<file path="config.mk">
export PLATFORM = sky130hd
export DESIGN_NAME = mdh_front_flat
export DESIGN_NICKNAME = d
export VERILOG_FILES = /design/src/rtl/mdh_pkg.sv /design/src/rtl/mdh_if.sv /design/src/rtl/mdh_front.sv /design/src/flat_wrapper.sv
export SDC_FILE = /design/constraint.sdc
export NUM_CORES = 1
export LEC_CHECK = 0
export BUFFER_PORTS_ARGS = -buffer_cell sky130_fd_sc_hd__buf_2
export CAP_MARGIN = 15
export CORE_MARGIN = 1
export CORE_UTILIZATION = 55
export DETAILED_ROUTE_END_ITERATION = 8
export PLACE_DENSITY = 0.78
export SLEW_MARGIN = 0
export SYNTH_ARGS = -nofsm -noshare
export SYNTH_HDL_FRONTEND = slang
export SYNTH_SLANG_ARGS = --single-unit
</file>
<file path="constraint.sdc">
create_clock -name clk -period 11.1 [get_ports clk]
set_clock_uncertainty 0.15 [all_clocks]
set_input_delay 0 -clock clk [delete_from_list [all_inputs] [get_ports clk]]
set_output_delay 0 -clock clk [all_outputs]
set_load 0.01 [all_outputs]
</file>
<file path="src/rtl/mdh_pkg.sv">
// Shared types, constants and arithmetic helpers for the modified DH transform.
`timescale 1ns / 1ps

package mdh_pkg;

    localparam int ANGLE_W          = 16;
    localparam int LEN_W            = 16;
    localparam int ENTRY_W          = 18;
    localparam int ROW_W            = 2;
    localparam int Z_W              = 45;
    localparam int TRIG_W           = 32;
    localparam int PROD_W           = 33;
    localparam int CORDIC_STEPS_DEF = 16;
    localparam int QUEUE_DEPTH      = 4;
    localparam int PTR_W            = $clog2(QUEUE_DEPTH);
    localparam int CNT_W            = $clog2(QUEUE_DEPTH + 1);

    // Angles inside the rotator are radians at scale 2^-40.
    localparam logic signed [Z_W-1:0] PI_Z      = 45'sh3243F6A8886;
    localparam logic signed [Z_W-1:0] HALF_PI_Z = 45'sh1921FB54443;
    localparam logic signed [TRIG_W-1:0] GAIN   = 32'sh26DD3B6A;

    localparam logic [ROW_W-1:0] ROW_LAST = 2'd3;
    localparam logic signed [ENTRY_W-1:0] ENTRY_ONE = 18'sd16384;
    localparam logic signed [47:0] ENTRY_MAX = 48'sd131071;
    localparam logic signed [47:0] ENTRY_MIN = -48'sd131072;

    // Arctangent series at scale 2^-62 for the steps that need many terms.
    localparam logic [63:0] ATAN1_ACC =
          (64'd1 << 61) / 64'd1  - (64'd1 << 59) / 64'd3  + (64'd1 << 57) / 64'd5
        - (64'd1 << 55) / 64'd7  + (64'd1 << 53) / 64'd9  - (64'd1 << 51) / 64'd11
        + (64'd1 << 49) / 64'd13 - (64'd1 << 47) / 64'd15 + (64'd1 << 45) / 64'd17
        - (64'd1 << 43) / 64'd19 + (64'd1 << 41) / 64'd21 - (64'd1 << 39) / 64'd23
        + (64'd1 << 37) / 64'd25 - (64'd1 << 35) / 64'd27 + (64'd1 << 33) / 64'd29
        - (64'd1 << 31) / 64'd31 + (64'd1 << 29) / 64'd33 - (64'd1 << 27) / 64'd35
        + (64'd1 << 25) / 64'd37 - (64'd1 << 23) / 64'd39 + (64'd1 << 21) / 64'd41
        - (64'd1 << 19) / 64'd43 + (64'd1 << 17) / 64'd45 - (64'd1 << 15) / 64'd47
        + (64'd1 << 13) / 64'd49 - (64'd1 << 11) / 64'd51 + (64'd1 << 9) / 64'd53
        - (64'd1 << 7) / 64'd55  + (64'd1 << 5) / 64'd57  - (64'd1 << 3) / 64'd59
        + (64'd1 << 1) / 64'd61;
    localparam logic [63:0] ATAN2_ACC =
          (64'd1 << 60) / 64'd1  - (64'd1 << 56) / 64'd3  + (64'd1 << 52) / 64'd5
        - (64'd1 << 48) / 64'd7  + (64'd1 << 44) / 64'd9  - (64'd1 << 40) / 64'd11
        + (64'd1 << 36) / 64'd13 - (64'd1 << 32) / 64'd15 + (64'd1 << 28) / 64'd17
        - (64'd1 << 24) / 64'd19 + (64'd1 << 20) / 64'd21 - (64'd1 << 16) / 64'd23
        + (64'd1 << 12) / 64'd25 - (64'd1 << 8) / 64'd27  + (64'd1 << 4) / 64'd29
        - (64'd1 << 0) / 64'd31;
    localparam logic [63:0] ATAN3_ACC =
          (64'd1 << 59) / 64'd1  - (64'd1 << 53) / 64'd3  + (64'd1 << 47) / 64'd5
        - (64'd1 << 41) / 64'd7  + (64'd1 << 35) / 64'd9  - (64'd1 << 29) / 64'd11
        + (64'd1 << 23) / 64'd13 - (64'd1 << 17) / 64'd15 + (64'd1 << 11) / 64'd17
        - (64'd1 << 5) / 64'd19;
    localparam logic [63:0] ATAN1 = (ATAN1_ACC + (64'd1 << 21)) >> 22;
    localparam logic [63:0] ATAN2 = (ATAN2_ACC + (64'd1 << 21)) >> 22;
    localparam logic [63:0] ATAN3 = (ATAN3_ACC + (64'd1 << 21)) >> 22;

    typedef logic signed [ENTRY_W-1:0] entry_t;

    typedef struct packed {
        logic signed [Z_W-1:0] z;
        logic                  flip;
    } angle_t;

    typedef struct packed {
        logic signed [LEN_W-1:0] d;
        logic signed [LEN_W-1:0] r;
        logic signed [LEN_W-1:0] b;
    } len_t;

    typedef struct packed {
        angle_t q;
        angle_t a;
        angle_t g;
        len_t   len;
    } job_t;

    typedef struct packed {
        entry_t c0;
        entry_t c1;
        entry_t c2;
        entry_t c3;
    } row_t;

    // atan(2^-idx) at scale 2^-40
    function automatic logic [Z_W-1:0] atan_z(input logic [4:0] idx);
        logic [Z_W-1:0] v;
        v = '0;
        unique case (idx)
            5'd0:    v = 45'hC90FDAA221;
            5'd1:    v = Z_W'(ATAN1);
            5'd2:    v = Z_W'(ATAN2);
            5'd3:    v = Z_W'(ATAN3);
            5'd4:    v = 45'd68630207382;
            5'd5:    v = 45'd34348560106;
            5'd6:    v = 45'd17178471287;
            5'd7:    v = 45'd8589759836;
            5'd8:    v = 45'd4294945451;
            5'd9:    v = 45'd2147480917;
            5'd10:   v = 45'd1073741483;
            5'd11:   v = 45'd536870869;
            5'd12:   v = 45'd268435451;
            5'd13:   v = 45'd134217727;
            default: v[40 - int'(idx)] = 1'b1;
        endcase
        return v;
    endfunction

    // Q30 product rounded to Q30
    function automatic logic signed [PROD_W-1:0] mul30(input logic signed [PROD_W-1:0] a,
                                                       input logic signed [PROD_W-1:0] b);
        logic signed [2*PROD_W-1:0] p;
        p = a * b + (66'sd1 <<< 29);
        return p[PROD_W+29:30];
    endfunction

    function automatic logic signed [47:0] rot_round(input logic signed [PROD_W:0] v);
        logic signed [47:0] w;
        w = 48'(v) + 48'sd32768;
        return w >>> 16;
    endfunction

    function automatic logic signed [47:0] len_round(input logic signed [49:0] v);
        logic signed [49:0] w;
        w = v + (50'sd1 <<< 29);
        return 48'(w >>> 30);
    endfunction

    function automatic entry_t sat_entry(input logic signed [47:0] v);
        entry_t e;
        priority if (v > ENTRY_MAX)
            e = ENTRY_MAX[ENTRY_W-1:0];
        else if (v < ENTRY_MIN)
            e = ENTRY_MIN[ENTRY_W-1:0];
        else
            e = v[ENTRY_W-1:0];
        return e;
    endfunction

endpackage

</file>
<file path="src/rtl/mdh_if.sv">
// Valid/ready channel interfaces for joint items and matrix row items.
`timescale 1ns / 1ps

interface mdh_in_if;
    logic                                 valid;
    logic                                 ready;
    logic signed [mdh_pkg::ANGLE_W-1:0]   joint_angle;
    logic signed [mdh_pkg::ANGLE_W-1:0]   twist_alpha;
    logic signed [mdh_pkg::ANGLE_W-1:0]   offset_gamma;
    logic signed [mdh_pkg::LEN_W-1:0]     length_d;
    logic signed [mdh_pkg::LEN_W-1:0]     offset_r;
    logic signed [mdh_pkg::LEN_W-1:0]     offset_b;

    modport source (output valid, joint_angle, twist_alpha, offset_gamma,
                    length_d, offset_r, offset_b, input ready);
    modport sink   (input valid, joint_angle, twist_alpha, offset_gamma,
                    length_d, offset_r, offset_b, output ready);
endinterface


</file>
<file path="src/rtl/mdh_front.sv">
// Front end: folds angles into the rotator range and queues joint items.
`timescale 1ns / 1ps

module mdh_front (
    input  logic            clk,
    input  logic            rst_n,
    mdh_in_if.sink          joint,
    output mdh_pkg::job_t   head,
    output logic            head_valid,
    input  logic            pop
);

    mdh_pkg::job_t                  q_reg [mdh_pkg::QUEUE_DEPTH];
    logic [mdh_pkg::PTR_W-1:0]      wr_ptr_reg, wr_ptr_next;
    logic [mdh_pkg::PTR_W-1:0]      rd_ptr_reg, rd_ptr_next;
    logic [mdh_pkg::CNT_W-1:0]      cnt_reg, cnt_next;
    logic                           push;
    mdh_pkg::job_t                  entry;

    // Bring the angle within a quarter turn; flag a sign flip of sin and cos.
    function automatic mdh_pkg::angle_t fold(input logic signed [mdh_pkg::ANGLE_W-1:0] ang);
        logic signed [mdh_pkg::Z_W-1:0] z;
        mdh_pkg::angle_t                o;
        z = mdh_pkg::Z_W'(ang) <<< 27;
        priority if (z > mdh_pkg::HALF_PI_Z)
        begin
            o.z    = z - mdh_pkg::PI_Z;
            o.flip = 1'b1;
        end
        else if (z < -mdh_pkg::HALF_PI_Z)
        begin
            o.z    = z + mdh_pkg::PI_Z;
            o.flip = 1'b1;
        end
        else
        begin
            o.z    = z;
            o.flip = 1'b0;
        end
        return o;
    endfunction

    assign joint.ready = (cnt_reg != mdh_pkg::CNT_W'(mdh_pkg::QUEUE_DEPTH));
    assign push        = joint.valid && joint.ready;
    assign head_valid  = (cnt_reg != '0);
    assign head        = q_reg[rd_ptr_reg];

    always_comb
    begin
        entry.q     = fold(joint.joint_angle);
        entry.a     = fold(joint.twist_alpha);
        entry.g     = fold(joint.offset_gamma);
        entry.len.d = joint.length_d;
        entry.len.r = joint.offset_r;
        entry.len.b = joint.offset_b;
    end

    always_comb
    begin
        wr_ptr_next = push ? wr_ptr_reg + 1'b1 : wr_ptr_reg;
        rd_ptr_next = pop ? rd_ptr_reg + 1'b1 : rd_ptr_reg;
        cnt_next    = cnt_reg;
        if (push && !pop)
        begin
            cnt_next = cnt_reg + 1'b1;
        end
        else if (pop && !push)
        begin
            cnt_next = cnt_reg - 1'b1;
        end
    end

    always_ff @(posedge clk or negedge rst_n)
    begin
        if (!rst_n)
        begin
            wr_ptr_reg <= '0;
            rd_ptr_reg <= '0;
            cnt_reg    <= '0;
        end
        else
        begin
            wr_ptr_reg <= wr_ptr_next;
            rd_ptr_reg <= rd_ptr_next;
            cnt_reg    <= cnt_next;
        end
    end

    always_ff @(posedge clk)
    begin
        if (push)
        begin
            q_reg[wr_ptr_reg] <= entry;
        end
    end

    a_cnt_bound: assert property (@(posedge clk) disable iff (!rst_n)
        cnt_reg <= mdh_pkg::CNT_W'(mdh_pkg::QUEUE_DEPTH))
        else $error("queue count beyond depth");

    a_cnt_grow: assert property (@(posedge clk) disable iff (!rst_n)
        push && !pop |=> cnt_reg == $past(cnt_reg) + 1'b1)
        else $error("queue count lost a pushed item");

    a_full_stall: assert property (@(posedge clk) disable iff (!rst_n)
        cnt_reg == mdh_pkg::CNT_W'(mdh_pkg::QUEUE_DEPTH) |-> !joint.ready)
        else $error("full queue still accepting items");

endmodule

</file>
<file path="src/flat_wrapper.sv">
// flat-port wrapper written by rule: the top's interface ports become plain ports
module mdh_front_flat 
  (clk, rst_n, head, head_valid, pop, joint_valid, joint_joint_angle, joint_twist_alpha, joint_offset_gamma, joint_length_d, joint_offset_r, joint_offset_b, joint_ready);
  mdh_in_if joint_i ();
  input  logic clk;
  input  logic rst_n;
  output mdh_pkg::job_t head;
  output logic head_valid;
  input  logic pop;
  input wire logic [$bits(joint_i.valid)-1:0] joint_valid;
  input wire logic [$bits(joint_i.joint_angle)-1:0] joint_joint_angle;
  input wire logic [$bits(joint_i.twist_alpha)-1:0] joint_twist_alpha;
  input wire logic [$bits(joint_i.offset_gamma)-1:0] joint_offset_gamma;
  input wire logic [$bits(joint_i.length_d)-1:0] joint_length_d;
  input wire logic [$bits(joint_i.offset_r)-1:0] joint_offset_r;
  input wire logic [$bits(joint_i.offset_b)-1:0] joint_offset_b;
  output wire logic [$bits(joint_i.ready)-1:0] joint_ready;
  assign joint_i.valid = joint_valid;
  assign joint_i.joint_angle = joint_joint_angle;
  assign joint_i.twist_alpha = joint_twist_alpha;
  assign joint_i.offset_gamma = joint_offset_gamma;
  assign joint_i.length_d = joint_length_d;
  assign joint_i.offset_r = joint_offset_r;
  assign joint_i.offset_b = joint_offset_b;
  assign joint_ready = joint_i.ready;
  mdh_front u_core (.clk(clk), .rst_n(rst_n), .joint(joint_i), .head(head), .head_valid(head_valid), .pop(pop));
endmodule
</file>
### Word level (Yosys, flattened, before mapping)

Memories as Yosys holds them, arrays and structs flattened.
Cells that the tools add are included.

* logic and storage cells: 38
* register bits: 7
* memories kept: 1
* input bits: 100
* output and inout bits: 188
* RAM bits: 744

Memories
* u_core.q_reg: depth 4, bits a word 186, read ports 1, clocked after memory_dff 0, write ports 1, line mdh_front.sv:13 `mdh_pkg::job_t q_reg [mdh_pkg::QUEUE_DEPTH];`

* order comparisons: 6
* add/subtract/negate cells: 10
* reductions and logical operators: 7
* eq/ne operators: 1
* multiplexer cells: 10

Operators with widths (count)
* two-way mux 46 bit: 6
* adder 43 x 43 -> 44 bit (second input constant): 3
* subtractor 43 x 43 -> 44 bit (second input constant): 3
* greater-than comparator 43 x 42 -> 1 bit (second input constant): 3
* less-than comparator 43 x 42 -> 1 bit (second input constant): 3
* two-way mux 3 bit: 2
* adder 2 x 1 -> 2 bit (second input constant): 2
* adder 3 x 1 -> 3 bit (second input constant): 1
* logical AND 1 bit: 3
* != test 3 bit (second input constant): 1
* nonzero test 3 bit: 1
* subtractor 3 x 1 -> 3 bit (second input constant): 1
* logical NOT 1 bit: 2
* two-way mux 1 bit: 2
* nonzero test 2 bit: 1

### Logic depth before layout (Yosys ltp)

Gate-level depths: netlist of run 1.

* depth after elaboration: 6
* gate-level depth with buffers: 9
* mapped depth without buffers: 9

### Worst setup path before layout of run 1

OpenSTA, ideal clock, no wires.

* path type: flip-flop to flip-flop
* start point: register u_core.cnt_reg[0] (netlist name)
* end point: memory u_core.q_reg[1][0] (netlist name), enable pin
* setup time: 0.480 ns
* buffers on the path: 0
* arrival time: 3.197 ns
* stages on the path, launching flop included: 4
* period minus slack after synthesis: 3.827 ns
* setup slack: 7.273 ns
* data required time: 10.470 ns
* path through: dfrtp_1 nor2_1 nand2_1 and3_1

* longest elaborated chain between the ends: 4

Ends and longest elaborated chain
* start, declared: line mdh_front.sv:16 `logic [mdh_pkg::CNT_W-1:0] cnt_reg, cnt_next;`
* start signal, assigned: line mdh_front.sv:85 `cnt_reg <= cnt_next;`
* != test 3 bit: line mdh_front.sv:43 `assign joint.ready = (cnt_reg != mdh_pkg::CNT_W'(mdh_pkg::QUEUE_DEPTH));`
* net joint_ready: line flat_wrapper.sv:17 `output wire logic [$bits(joint_i.ready)-1:0] joint_ready;`
* logical AND 1 bit: line mdh_front.sv:44 `assign push = joint.valid && joint.ready;`
* two-way mux 1 bit: line mdh_front.sv:91 `if (push)`
* two-way mux 1 bit (not written as such): line mdh_front.sv:93 `q_reg[wr_ptr_reg] <= entry;`
* end, declared: line mdh_front.sv:13

The timed path passes the listed nets, and every way through them passes these cells.

==> impl_metrics.tcl, run 1 <==
set metrics [dict create \
    status "finished clean" \
    path_buf_inv 2 \
    multi_input_area_mm2 0.00463 \
    max_freq_mhz 301 \
    post-route-drc-count 0 \
    min_period_over_period 0.299 \
    holdPathStages 2 \
    cp-end-kind "output pin" \
    critPathMaxFanout 45 \
    synth-edff-count 432 \
    path_cells "buf_4, mux4_2, buf_2" \
    crit_arrival_ns 3.17 \
    portBuffers 284 \
    insertion_delay_ns 0.54 \
    min_to "u_core.q_reg[2][8]" \
    async_reset_ff_frac 0.0159 \
    ys.flop_type "edfxtp_1" \
    cp_top_family "buffers and inverters" \
    cts-resized-gates 0 \
    drt_pass1_iterations 6 \
    yosys.area.top_type "edfxtp_1" \
    min_period_ns 3.32 \
    largest_reg_flops 432 \
    tightestPinTransition_ns 1.11 \
    cts_tree "yes" \
    cp.required_ns 10.95 \
    vias 10400 \
    setup_tns_ns 0 \
    n_fill_cell 2208 \
    start_kind "flip-flop" \
    synth_area_mm2 0.0187 \
    critPathKind "reg -> out" \
    ys_seq_area_frac 0.702 \
    power.density_mw_per_mm2 258 \
    hpwl_mm 23.3 \
    num_io_pins 288 \
    reg2regPathDepth 4 \
    mostFrequentLayoutCells "edfxtp_1, buf_2, mux4_2" \
    grt_max_degree 73 \
    clkTransAtPathRegs_ns 0.06 \
    max_cap_viol_count 0 \
    crit_slowest_cell "buf_4" \
    diodes 0 \
    drive_gt1_frac 0.368 \
    start_util 0.559 \
    r2r_setup_slack_ns 8.25 \
    ys_warn_count 0 \
    grt_use_total 0.231 \
    gp_congestion 0.863 \
    timing.rr.start "u_core.cnt_reg[0]" \
    irDropWorstVdd_mv 0.216 \
    syn_area_per_cell_um2 18.7 \
    r2r_end "u_core.q_reg[3][30]" \
    areaGrowthSynthToFinish_pct 20.4 \
    synth_cell_types 77 \
    nets 1427 \
    hold_violations 0 \
    ys_ff_latch 439 \
    vias_per_cell 5.81 \
    antenna_found_initial 0 \
    cp_slowest_stage_delay_ns 0.83 \
    synth_top_cells_by_area "edfxtp_1, mux4_2, buf_4" \
    yosysTopAreaCellShare 0.693 \
    postCtsSetupBuffers 0 \
    numCtsBuffers 43 \
    rsz0062_at_grt "false" \
    register_area_mm2 0.0132 \
    h-tree-depth 2 \
    ant_nets 0 \
    grt_first_pass_wirelength_mm 61.3 \
    dp_slack_ns 8.26 \
    p_leak_nw 7.99 \
    core_mm2 0.0335 \
    clock_sinks 439 \
    cts_hold_buf 103 \
    wl_per_cell_um 22.4 \
    die_h_um 187 \
    die-width_um 187 \
    drtIter0Drc 912 \
    gr-total-overflow 0 \
    grt_pass1_vias 10500 \
    finalWorstSetupSlack_ns 7.78 \
    cts_buffer_depth 3 \
    die-area_mm2 0.0348 \
    final-max-slew-violation-count 0 \
    slew-limit-headroom 0.258 \
    setup_viol 0 \
    syn_inst 1001 \
    num_rows 67 \
    mostFrequentLayoutCell "edfxtp_1" \
    drt-total-wl_mm 40.1 \
    hold_class "in -> reg" \
    hold_start "joint_offset_b[8]" \
    clockRootBuffer "clkbuf_16" \
]
## worst max path at each step
stage                         startpoint             endpoint  slack [ns]  cells past startpoint
floorplan              u_core.cnt_reg[0]   u_core.q_reg[1][0]        7.27                      3
global placement    u_core.rd_ptr_reg[0]             head[52]        8.32                      3
detailed placement  u_core.wr_ptr_reg[0]  u_core.q_reg[2][30]        8.26                      4
CTS                 u_core.rd_ptr_reg[0]             head[67]        7.72                      3
global route        u_core.rd_ptr_reg[0]             head[55]        7.53                      3
finish              u_core.rd_ptr_reg[0]             head[55]        7.78                      3
## synthesized netlist by cell type (6+ instances only)
cell	number
edfxtp_1	432
mux4_2	108
buf_4	83
xnor2_1	37
nand2_1	31
clkbuf_1	24
inv_1	24
buf_2	23
nor2_1	21
a21oi_1	18
ha_1	17
o21ai_0	16
xor2_1	10
and3_1	9
nor3_1	9
a22oi_1	8
a211oi_1	7
a31oi_1	7
dfrtp_1	7
a211o_1	6
## through the flow
step                 util  std cells  power (mW)  instance area, um^2  hold WS (ns)
global route        0.672       1792        6.05                22500        0.0575
finish              0.672       1792        5.82                22500        0.0690
floorplan               -       1003        3.74                18700        -0.446
CTS                 0.672       1792        5.86                22500        0.0475
detailed placement  0.595       1609        4.23                19900        -0.307
global placement    0.595       1609        4.19                19900        -0.307
## kinds of logic (layout without fill, tap and decap cells)
logic type	after synthesis	after routing	synth area share
and+or+nand+nor	103	103	0.0293
muxes	110	110	0.131
adders and majority gates	18	18	0.0124
xor gates and xnor gates	47	47	0.0220
buffers and inverters	163	504	0.0524
AOI/OAI and AO/OA	120	120	0.0509
DFF	439	439	0.702
other	1	3	0.000200
## power breakdown
part           total (mW)  internal (mW)  leakage (nW)  switching, mW
registers            2.37           2.22          4.04          0.147
logic                1.86          0.815          3.19           1.04
clock network        1.60          0.986         0.757          0.609
total                5.82           4.02          7.99           1.80
## layer usage
| metal | global-route usage | share of wire |
|---|---|---|
| met2 | 0.397 | 0.52 |
| met3 | 0.0342 | 0.068 |
| met5 | 0 | 0 |
| met1 | 0.316 | 0.40 |
| met4 | 0.0517 | 0.017 |
## area by class of cell
class | instances | area share
Sequential cell | 439 | 0.583
Multi-Input combinational cell | 401 | 0.205
Timing Repair Buffer | 396 | 0.112
Clock buffer | 55 | 0.0521
Tap cell | 448 | 0.0249
Clock inverter | 25 | 0.0175
Inverter | 28 | 0.00488
## worst register-to-register path, stage by stage, from the launching register on
cell and delay, ns:
dfrtp_1 0.43, nor2_1 0.07, nand2_1 0.16, and3_4 0.59, buf_4 0.97
Note: power is estimated with default switching activity, not from simulation.
==> run 2, diff against run 1 <==
--- a/config.mk
+++ b/config.mk
@@ -5,12 +5,13 @@
 export SDC_FILE = /design/constraint.sdc
 export NUM_CORES = 1
 export LEC_CHECK = 0
+export ABC_AREA = 1
 export BUFFER_PORTS_ARGS = -buffer_cell sky130_fd_sc_hd__buf_2
 export CAP_MARGIN = 15
 export CORE_MARGIN = 1
-export CORE_UTILIZATION = 55
+export CORE_UTILIZATION = 52
 export DETAILED_ROUTE_END_ITERATION = 8
-export PLACE_DENSITY = 0.78
+export PLACE_DENSITY = 0.76
 export SLEW_MARGIN = 0
 export SYNTH_ARGS = -nofsm -noshare
 export SYNTH_HDL_FRONTEND = slang
==> constraint.sdc (replaced) <==
create_clock -name clk -period 3 [get_ports clk]
set_clock_uncertainty 0.15 [all_clocks]
set_input_delay 0 -clock clk [delete_from_list [all_inputs] [get_ports clk]]
set_output_delay 0 -clock clk [all_outputs]
set_load 0.01 [all_outputs]
==> run 2 against run 1 <==
Total power grew to 3.8 times the previous value. Final cell count grew 49%. Utilization fell by 4.5 points. First-iteration DRC count up 0.33%. Non-clock buffer count is 17 higher. Sequential share of layout area shrank 2.9 points. Sequential power increased to 3.6 times the previous value. Global-route usage increased by 0.40 points. Register-to-register slack worse by 7.6 ns.
==> impl_metrics.tcl, run 2 <==
set metrics [dict create \
    grt-busiest-layer "met2" \
    yosysMostFrequentCell "edfxtp_1" \
    wl_per_cell_um 17.6 \
    synth-edff-count 432 \
    start_util 0.532 \
    die_h_um 199 \
    gr-usage-met1 0.297 \
    endpoint "head[50]" \
    cts_buffer_depth 3 \
    async_reset_ff_frac 0.0159 \
    numCtsBuffers 42 \
    grtUsageMet2 0.413 \
    max_freq_mhz 359 \
    r2r_setup_slack_ns 0.66 \
    min_period_over_period 0.928 \
    synth_area_mm2 0.0201 \
    drive_gt1_frac 0.188 \
    syn_inst 1847 \
    grt_pass1_vias 14100 \
    power_frac_clock 0.216 \
    drt-total-wl_mm 46.9 \
    portBuffers 284 \
    cts_tree "yes" \
    n_fill_cell 2952 \
    intPower_mw 13.8 \
    seq_power_share 0.385 \
    ys_top_cells_by_count "edfxtp_1, nand2_1, nor2_1" \
    h-tree-depth 2 \
    slew-limit-headroom 0.540 \
    p_comb_frac 0.399 \
    num_io_pins 288 \
    hold_violations 0 \
    drt_pass1_iterations 5 \
    p_leak_nw 9.17 \
    critPathMaxFanout 132 \
    antenna_found_initial 3 \
    tightestPinTransition_ns 0.690 \
    grt_use_total 0.235 \
    yosys.area.top_type "edfxtp_1" \
    ys.flop_type "edfxtp_1" \
    cp.required_ns 2.85 \
    ys_seq_area_frac 0.653 \
    mostFrequentLayoutCells "edfxtp_1, nand2_1, buf_2" \
    max_cap_viol_count 0 \
    post-route-drc-count 0 \
    holdWs_ns 0.0339 \
    power.density_mw_per_mm2 931 \
    num_rows 71 \
    final-max-slew-violation-count 0 \
    largest_reg_flops 432 \
    hold_class "in -> reg" \
    areaGrowthSynthToFinish_pct 17.9 \
    fin_total_pwr_mw 22.1 \
    crit_arrival_ns 2.63 \
    finalWorstSetupSlack_ns 0.216 \
    clockRootBuffer "clkbuf_16" \
    layout.cells.non_filler 2672 \
    mostFrequentLayoutCell "edfxtp_1" \
    grt_first_pass_wirelength_mm 72.5 \
    synth_cell_types 42 \
    postCtsSetupBuffers 0 \
    r2r_end "u_core.cnt_reg[2]" \
    status "finished clean" \
    timing.rr.start "u_core.cnt_reg[0]" \
    die-width_um 199 \
    hpwl_mm 28.4 \
    core_mm2 0.0378 \
    cts-resized-gates 0 \
    start_kind "flip-flop" \
    p_switching_mw 8.33 \
    vias_per_cell 5.43 \
    ys_ff_latch 439 \
    power_switching_share 0.377 \
    place_inst 2490 \
    grt_max_degree 133 \
    die-area_mm2 0.0395 \
    synth_top_cells_by_area "edfxtp_1, nand2_1, o21ai_0" \
    reg2regPathDepth 10 \
    use_met3 0.0388 \
    drtIter0Drc 915 \
    yosysTopAreaCellShare 0.645 \
    setup_viol 0 \
    final_util 0.627 \
    crit_start "u_core.rd_ptr_reg[0]" \
    gr-total-overflow 0 \
    rsz0062_at_grt "false" \
    dp_slack_ns 0.714 \
    irDropWorstVdd_mv 0.779 \
    ys_warn_count 0 \
    critPathKind "reg -> out" \
    insertion_delay_ns 0.54 \
    cp-end-kind "output pin" \
    nets 2244 \
    min_period_ns 2.78 \
    syn_area_per_cell_um2 10.9 \
    clkTransAtPathRegs_ns 0.06 \
    ant_nets 0 \
    vias 14500 \
    clock_sinks 439 \
    gp_congestion 0.892 \
    holdPathStages 5 \
]
==> run 2: routing by layer <==
metal / vias up / wire length (um)
met5: - / 0
met4: 0 / 1100
met3: 70 / 2990
met2: 514 / 23400
met1: 6974 / 19400
li1: 6961 / -
==> run 2: worst max-delay path, cell delays in order (launching register included) <==
cell and delay, ns:
dfrtp_4 0.45, buf_12 0.41, buf_4 0.45, o21ai_0 0.15, o22ai_1 0.30, buf_2 0.20
==> run 2: metrics by stage <==
stage                     area, um^2  TNS [ns]
after global routing           23700         0
after CTS                      23700         0
after floorplan                20100   -517.01
after global placement         21500         0
after detailed placement       21500         0
final                          23700         0
==> run 2: cell families (layout without fill, tap and decap cells) <==
kind of cell	count (synthesis)	in the layout	synth area share
other	1	6	0.000186
adders and majority gates	18	18	0.0116
AOI/OAI and AO/OA	372	372	0.102
DFF	439	439	0.653
buffers and inverters	271	580	0.0723
and+or+nand+nor	707	707	0.143
xor gates and xnor gates	39	39	0.0170
==> run 2: cell type report <==
class | count | area, um^2 | share of cell area
tap | 511 | 639 | 0.0270
multi-input combinational | 1139 | 5550 | 0.234
clock inverter | 22 | 116 | 0.00491
antenna | 3 | 7.51 | 0.000316
timing repair buffer | 413 | 2790 | 0.117
clock buffer | 54 | 1120 | 0.0471
sequential | 439 | 13200 | 0.555
inverter | 91 | 348 | 0.0147
==> run 2: worst min path at each step <==
stage                              start              endpoint  slack [ns]
CTS                 joint_twist_alpha[8]  u_core.q_reg[0][130]      0.0001
detailed placement                 rst_n     u_core.cnt_reg[1]       -0.30
global route           joint_offset_r[5]   u_core.q_reg[3][21]        0.05
global placement                   rst_n     u_core.cnt_reg[2]       -0.30
floorplan                          rst_n     u_core.cnt_reg[0]       -0.45
finish              joint_twist_alpha[8]  u_core.q_reg[2][130]        0.03
==> run 2: timing repair <==
| item | in CTS | in global routing |
|---|---|---|
| hold buffers | 104 | 0 |
| endpoints found under the hold margin | 410 | 0 |
| endpoints found under the setup margin | 0 | 4 |
==> run 2: power by group through the flow <==
stage	clock, mW	sequential (mW)	combinational (mW)
finish	4.77	8.50	8.82
global route	5.09	8.58	9.71
CTS	4.84	8.49	8.87
detailed placement	0	8.61	8.71
floorplan	0	8.58	6.08
global placement	0	8.56	8.54
==> run 3, diff against run 2 <==
--- a/config.mk
+++ b/config.mk
@@ -12,6 +12,7 @@
 export CORE_UTILIZATION = 52
 export DETAILED_ROUTE_END_ITERATION = 8
 export PLACE_DENSITY = 0.76
+export RECOVER_POWER = 25
 export SLEW_MARGIN = 0
 export SYNTH_ARGS = -nofsm -noshare
 export SYNTH_HDL_FRONTEND = slang
==> run 3 against run 2 <==
Wire length decreased by 0.27%. Die area did not move. Non-clock buffer count stayed put. Clock power is essentially flat. Sequential share of layout area grew 0.22 points. Global-route usage unchanged. Fmax grew 0.38%. First-iteration DRC count increased by 2.6%. Hold slack gained 0.0029 ns. Total power shrank 0.20%. Critical endpoint unchanged. Highest routed layer unchanged.
==> impl_metrics.tcl, run 3 (synthesis results as in run 2) <==
set metrics [dict create \
    num_io_pins 288 \
    max_cap_viol_count 0 \
    dp_slack_ns 0.714 \
    crit_slowest_cell "dfrtp_4" \
    slew-limit-headroom 0.0783 \
    numCtsBuffers 42 \
    layout.cells.non_filler 2672 \
    h-tree-depth 2 \
    drt_pass1_iterations 5 \
    grt_pass1_vias 14100 \
    mostFrequentLayoutCells "edfxtp_1, nand2_1, nor2_1" \
    drtIter0Drc 939 \
    holdPathStages 5 \
    min_period_ns 2.77 \
    fin_total_pwr_mw 22.0 \
    antenna_found_initial 3 \
    crit_start "u_core.rd_ptr_reg[0]" \
    path_cells "buf_12, buf_4, o21ai_0, o22ai_1, buf_2" \
    path_buf_inv 3 \
    min_period_over_period 0.924 \
    areaGrowthSynthToFinish_pct 17.5 \
    stdcell_area_mm2 0.0236 \
    reg2regPathDepth 10 \
    r2r_setup_slack_ns 0.66 \
    hpwl_mm 28.4 \
    die-area_mm2 0.0395 \
    nets 2244 \
    drt-total-wl_mm 46.8 \
    cts_buffer_depth 3 \
    p_leak_nw 9.02 \
    setup_tns_ns 0 \
    grt_first_pass_wirelength_mm 72.5 \
    clockRootBuffer "clkbuf_16" \
    cp_top_family "buffers and inverters" \
    grt_max_degree 133 \
    core_mm2 0.0378 \
    gp_congestion 0.892 \
    place_inst 2490 \
    placed_area_mm2 0.0215 \
    rsz0062_at_grt "false" \
    cp.required_ns 2.85 \
    die_h_um 199 \
    start_util 0.532 \
    timing.rr.start "u_core.cnt_reg[0]" \
    postCtsSetupBuffers 0 \
    clock_sinks 439 \
    num_rows 71 \
    r2r_end "u_core.cnt_reg[2]" \
    cp_slowest_stage_delay_ns 0.45 \
    finalWorstSetupSlack_ns 0.227 \
    ant_nets 0 \
    setup_viol 0 \
    cts_tree "yes" \
    largest_reg_flops 432 \
    irDropWorstVdd_mv 0.775 \
    drive_gt1_frac 0.159 \
    cp-end-kind "output pin" \
    clkTransAtPathRegs_ns 0.06 \
    holdWs_ns 0.0368 \
    tightestPinTransition_ns 1.37 \
    portBuffers 284 \
    start_kind "flip-flop" \
    max_freq_mhz 361 \
    insertion_delay_ns 0.54 \
    crit_arrival_ns 2.62 \
    hold_start "joint_twist_alpha[8]" \
    mostFrequentLayoutCell "edfxtp_1" \
    post-route-drc-count 0 \
    vias 14500 \
    hold_violations 0 \
    grt_use_total 0.235 \
    power.density_mw_per_mm2 933 \
    wl_per_cell_um 17.5 \
    die-width_um 199 \
    critPathMaxFanout 132 \
    gr-total-overflow 0 \
    final_util 0.624 \
    hold_class "in -> reg" \
    final-max-slew-violation-count 0 \
    min_to "u_core.q_reg[2][130]" \
    vias_per_cell 5.41 \
    critPathKind "reg -> out" \
    status "finished clean" \
]
-- run 3: power by group --
group | total (mW) | switching, mW | leakage [nW] | internal (mW)
clock network | 4.77 | 2.13 | 0.605 | 2.64
registers | 8.49 | 0.321 | 4.05 | 8.17
logic | 8.78 | 5.85 | 4.36 | 2.92
total | 22.0 | 8.30 | 9.02 | 13.7
-- run 3: worst max path at each step --
stage	endpoint	slack, ns	cells after the start
final	head[50]	0.23	5
after detailed placement	u_core.cnt_reg[2]	0.71	10
after global placement	u_core.cnt_reg[2]	0.72	10
after floorplan	u_core.q_reg[0][0]	-1.20	4
after global routing	head[34]	0.03	5
after CTS	head[33]	0.21	5
-- run 3: timing repair --
action,in CTS,in global routing
setup endpoints to repair,0,4
hold endpoints to repair,410,0
resized for setup,0,0
hold buffers,104,0
-- run 3: cell type report --
| cell class | instances | area [um^2] |
|---|---|---|
| fillers | 2988 | 14200 |
| flip-flops and latches | 439 | 13200 |
| multi-input cells | 1139 | 5530 |
| repair buffers | 413 | 2720 |
| clock buffers | 54 | 1120 |
| well taps | 511 | 639 |
| inverters | 91 | 348 |
| clock inverters | 22 | 116 |
| diodes | 3 | 7.51 |
-- run 3: routing by layer --
layer	vias up	global-route usage	wire length, um
met2	506	0.413	23400
met3	70	0.0388	3160
met5	-	0	0
met4	0	0.0715	1110
met1	6933	0.297	19100
li1	6952	-	-
-- run 3: tightest hold or removal path, stage by stage --
cell and delay [ns]:
buf_2 0.20, nand2_1 0.10, nand2_1 0.05, nand2_1 0.05, nand2_1 0.11
